## src/rtl/dbae_pkg.sv

```systemverilog
// Package: shared item types, codes and controller/datapath interface structs.
package dbae_pkg;

    localparam logic [2:0] KIND_TICK  = 3'd0;
    localparam logic [2:0] KIND_BLINK = 3'd1;
    localparam logic [2:0] KIND_ANIM  = 3'd2;
    localparam logic [2:0] KIND_LOAD  = 3'd3;
    localparam logic [2:0] KIND_WRITE = 3'd4;

    localparam logic [1:0] ST_OK   = 2'd0;
    localparam logic [1:0] ST_FULL = 2'd1;
    localparam logic [1:0] ST_BAD  = 2'd2;

    typedef struct packed {
        logic [2:0]  kind;
        logic [2:0]  grid;
        logic [15:0] mask;
        logic [7:0]  periods;
        logic [3:0]  frame_count;
        logic [2:0]  frame_index;
        logic [2:0]  grid_count;
        logic [2:0]  word_index;
    } in_item_t;

    typedef struct packed {
        logic [2:0]  out_grid;
        logic [15:0] segments;
        logic        last;
        logic [1:0]  status;
    } out_item_t;

    typedef enum logic [3:0] {
        S_IDLE,
        S_EXEC,
        S_BRD,
        S_BUPD,
        S_ARD,
        S_AUPD,
        S_HRD,
        S_HUSE,
        S_WRD,
        S_WUPD,
        S_EMIT
    } state_t;

    typedef struct packed {
        logic capture;
        logic exec;
        logic idx_clr;
        logic idx_inc;
        logic b_upd;
        logic a_upd;
        logic h_use;
        logic w_upd;
        logic emit_clr;
        logic emit_load;
    } cmd_t;

    typedef struct packed {
        logic is_tick;
        logic blink_more;
        logic anim_more;
        logic fire;
        logic word_more;
        logic emit_last;
        logic out_free;
    } sts_t;

endpackage

```

## src/rtl/dbae_ctrl.sv

```systemverilog
// Controller: sequences item decode, the tick walk and grid emission.
module dbae_ctrl (
    input  logic           clk,
    input  logic           rst_n,
    input  logic           in_valid,
    output logic           in_stall,
    input  dbae_pkg::sts_t sts,
    output dbae_pkg::cmd_t cmd
);

    dbae_pkg::state_t state_reg;
    dbae_pkg::state_t state_next;

    // Hold the state
    always_ff @(posedge clk or negedge rst_n)
    begin
        if (!rst_n)
        begin
            state_reg <= dbae_pkg::S_IDLE;
        end
        else
        begin
            state_reg <= state_next;
        end
    end

    // Pick the next state
    always_comb
    begin
        state_next = state_reg;
        unique case (state_reg)
            dbae_pkg::S_IDLE:
                if (in_valid) state_next = dbae_pkg::S_EXEC;
            dbae_pkg::S_EXEC:
                if (sts.is_tick) state_next = dbae_pkg::S_BRD;
                else if (sts.out_free) state_next = dbae_pkg::S_IDLE;
            dbae_pkg::S_BRD:
                state_next = sts.blink_more ? dbae_pkg::S_BUPD : dbae_pkg::S_ARD;
            dbae_pkg::S_BUPD:
                state_next = dbae_pkg::S_BRD;
            dbae_pkg::S_ARD:
                state_next = sts.anim_more ? dbae_pkg::S_AUPD : dbae_pkg::S_EMIT;
            dbae_pkg::S_AUPD:
                state_next = sts.fire ? dbae_pkg::S_HRD : dbae_pkg::S_ARD;
            dbae_pkg::S_HRD:
                state_next = dbae_pkg::S_HUSE;
            dbae_pkg::S_HUSE:
                state_next = dbae_pkg::S_WRD;
            dbae_pkg::S_WRD:
                state_next = sts.word_more ? dbae_pkg::S_WUPD : dbae_pkg::S_ARD;
            dbae_pkg::S_WUPD:
                state_next = dbae_pkg::S_WRD;
            dbae_pkg::S_EMIT:
                if (sts.out_free && sts.emit_last) state_next = dbae_pkg::S_IDLE;
            default:
                state_next = dbae_pkg::S_IDLE;
        endcase
    end

    // Drive datapath commands
    always_comb
    begin
        cmd = '0;
        unique case (state_reg)
            dbae_pkg::S_IDLE: cmd.capture = in_valid;
            dbae_pkg::S_EXEC:
            begin
                cmd.idx_clr = sts.is_tick;
                cmd.exec    = !sts.is_tick && sts.out_free;
            end
            dbae_pkg::S_BRD:  cmd.idx_clr = !sts.blink_more;
            dbae_pkg::S_BUPD:
            begin
                cmd.b_upd   = 1'b1;
                cmd.idx_inc = 1'b1;
            end
            dbae_pkg::S_ARD:  cmd.emit_clr = !sts.anim_more;
            dbae_pkg::S_AUPD:
            begin
                cmd.a_upd   = 1'b1;
                cmd.idx_inc = !sts.fire;
            end
            dbae_pkg::S_HRD:  ;
            dbae_pkg::S_HUSE: cmd.h_use = 1'b1;
            dbae_pkg::S_WRD:  cmd.idx_inc = !sts.word_more;
            dbae_pkg::S_WUPD: cmd.w_upd = 1'b1;
            dbae_pkg::S_EMIT: cmd.emit_load = sts.out_free;
            default:          ;
        endcase
    end

    assign in_stall = (state_reg != dbae_pkg::S_IDLE);

endmodule

```

## config.mk

```make
export PLATFORM = sky130hd
export DESIGN_NAME = dbae_ctrl
export DESIGN_NICKNAME = d
export VERILOG_FILES = /design/src/rtl/dbae_pkg.sv /design/src/rtl/dbae_ctrl.sv
export SDC_FILE = /design/constraint.sdc
export NUM_CORES = 1
export LEC_CHECK = 0
export ABC_AREA = 0
export BUFFER_PORTS_ARGS = -buffer_cell sky130_fd_sc_hd__buf_2
export CORE_MARGIN = 2
export CORE_UTILIZATION = 30
export CTS_CLUSTER_DIAMETER = 60
export DETAILED_ROUTE_END_ITERATION = 10
export REMOVE_ABC_BUFFERS = 1
export SETUP_SLACK_MARGIN = 0.1
export SYNTH_ARGS = -nofsm -noshare
export SYNTH_HDL_FRONTEND = slang
export SYNTH_SLANG_ARGS = --single-unit
```

## constraint.sdc

```tcl
create_clock -name clk -period 1.4 [get_ports clk]
set_input_delay 0.14 -clock clk [delete_from_list [all_inputs] [get_ports clk]]
set_output_delay 0.14 -clock clk [all_outputs]
set_load 0.01 [all_outputs]
```

==> run metrics <==
Crit path max-delay family simple AND/OR/NAND/NOR gates; Yosys cell types 26; Crit path arrival time 1.42 ns; status finished with violations; Cells after Synth 62; Worst-path clk slew 0.03 ns; Avg Inst Size Synth 6.74 um2; die area approximately 1700 um2; largest net degree at the start of global routing 11; Vert. Die Dim between 40 and 50 um; clk sinks 4; Final Hold Violating Endpoints 0; LEAKAGE 0.000433 uW; drt wl/cell around 16 um; Async SR Flop Fraction 100%; max_cap viols 0; P&R area growth vs syn 110%; FF-to-FF End state_reg[2]; Worst Max-Slew Pin Slew between 0.2 and 0.3 ns; vias between 600 and 700; period utilisation layout 111%; residual DRC count 0; RSZ-0062 raised after global routing yes; mapped cell area 418 um2; layout cell share with drive strength beyond 1 about 67%; slowest stage delay, CP between 0.4 and 0.5 ns; final WL roughly 1900 um; largest family of logic cells by synthesized area simple AND/OR/NAND/NOR gates; Cell Pwr Density roughly 2200 nW/um2; worst min path class input port to register; CTS Buffer Depth 2; area share of the largest cell type after synthesis between 20% and 30%; antenna violations before repair 0; Critical Path Slowest Stage Cell dfrtp_2; failing checks negative setup slack; clk_lat worst skew 0.24 ns; origin of the critical flop-to-flop path state_reg[3]; Finish-stage setup viols 7; slew margin rel. between 80 and 90%; DP Cell Count 101; startpoint type of the worst setup path register; critical path type register to output port; # IOs 21; clock root cell clkbuf_4; R2R Setup Slk -0.03 ns; ys flop type dfrtp_1; Row Count 13; Critical Path RT about 1.3 ns; crit path cell chain or3b_1 > o21ai_1 > nand3b_1 > o41ai_2 > buf_2; Yosys reg bits 4; xor/xnor cell area share of the yosys netlist 0%; Peak VDD IR about 980 uV; CTS tree built; most frequent cells in the layout 18 x buf_2, 13 x buf_6, 10 x buf_4; Ys Warns 0; vias per std cell 5.51; core area approximately 1300 um2; post-synthesis simple-gate area fraction 43.7%; vias in the first global route 520; r2r worst-path depth 7; CP Capture Type output port; max frequency around 0.64 GHz; Critical Path Source state_reg[1]; main area contributors after synthesis dfrtp_1 24%, nor2_1 9.0%, nor3_1 8.4%; Slew Viols, Final 0; global route total overflow 0; detailed placement HPWL between 1000 and 1500 um; Total GRT Usage approximately a fifth; DR pass1 iterations 4; crit path capture cmd[6]; Compound-Gate Fraction of Synth Area a little over a fifth; Final Worst Setup Slack -0.159 ns; total CTS buffers 3; Post-Synth Adder-Cell Area 0%; post-synthesis mux area share 0%; crit path buf inv count 1; commonest non-fill, non-tap cell in the layout buf_2; Seq/Total Area, Yosys a little under a quarter; n_diodes 0; Die W between 40 and 50 um; CTS H-Tree Depth 1; WP depth 5; Pwr Total between 1500 and 2000 uW; initial core utilization between 30% and 40%; violation count after the first detailed-route iteration 25; hold slack roughly 0.23 ns; global-route wire length before repair ~2200 um; Post-synth EDFFs 0; final antenna-violating net count 0; crit-path max FO 6; max reg flops 4; dominant cell type by area after synthesis dfrtp_1; Post-Layout Cell Count around 120; IO buf count 20; clock skew approximately 0.0025 ns; final net count ~120; RD Place Congestion a little over 0.8; Final min period approximately 1.6 ns
-- per-layer routing --
| layer | vias to the layer above | part of all wire (%) | global-route usage (%) |
|---|---|---|---|
| li1 | 304 | - | - |
| met1 | 304 | 37 | 24.2 |
| met2 | 34 | 53 | 39.1 |
| met3 | 8 | 6.5 | 1.60 |
| met4 | 0 | 3.1 | 12.1 |
| met5 | - | 0 | 0 |
-- per-stage QoR --
step           setup TNS, ns  area, um2  util, %  worst slack (ns)
3_5_place_dp               0        568     43.7            0.0627
2_1_floorplan              0        389        -            0.0902
6_report              -0.659        876     67.3            -0.159
3_3_place_gp               0        568     43.7            0.0725
5_1_grt                -1.16        876     67.3            -0.209
4_1_cts               -0.407        707     54.3            -0.158
-- worst min-delay path by stage --
stage / start / end / depth (start not counted)
CTS: sts[2] / state_reg[3] / 3
detailed placement: rst_n / state_reg[0] / 1
floorplan: rst_n / state_reg[0] / 0
global placement: rst_n / state_reg[0] / 1
finish: sts[1] / state_reg[1] / 4
global route: rst_n / state_reg[0] / 2
-- area by class of cell --
class / instances / area [um2]
Clock buffer: 3 / 22.5
Sequential cell: 4 / 104
Inverter: 4 / 15.0
Timing Repair Buffer: 42 / 322
Tap cell: 15 / 18.8
Multi-Input combinational cell: 50 / 394
Fill cell: 120 / 425
-- logic make-up (layout without fill, tap and decap cells) --
family / count (synthesis) / count (layout)
flip-flops: 4 / 4
AO/OA/AOI/OAI: 16 / 16
buffers and inverters: 8 / 49
AND/OR/NAND/NOR: 34 / 34
-- worst reg2reg max path: stages (launching register included) --
cell,delay [ns]
dfrtp_2,0.46
buf_6,0.14
buf_6,0.10
buf_4,0.13
nor2b_4,0.12
and2_4,0.13
o21ai_2,0.11
nand3b_1,0.10
-- cells in the mapped netlist, types with 2 or more instances --
cell      count
nor2_1       10
nor3_1        7
nand2_1       5
dfrtp_1       4
inv_1         4
o21ai_0       4
o21ai_1       4
a31oi_1       3
a21oi_1       2
nand2b_1      2
nand3b_1      2
-- where the power goes --
group	internal, uW	switching, uW
logic	797	708
registers	178	93.2
clock network	96.0	49.4
total	1070	850
-- what timing repair did --
item,in CTS,in global routing
buffers inserted,6,8
endpoints found under the setup margin,11,13
hold buffers,1,0
endpoints found under the hold margin,4,0
resized for setup,13,33
pin swaps,2,10
No activity file was read; power rests on OpenSTA's default activity.
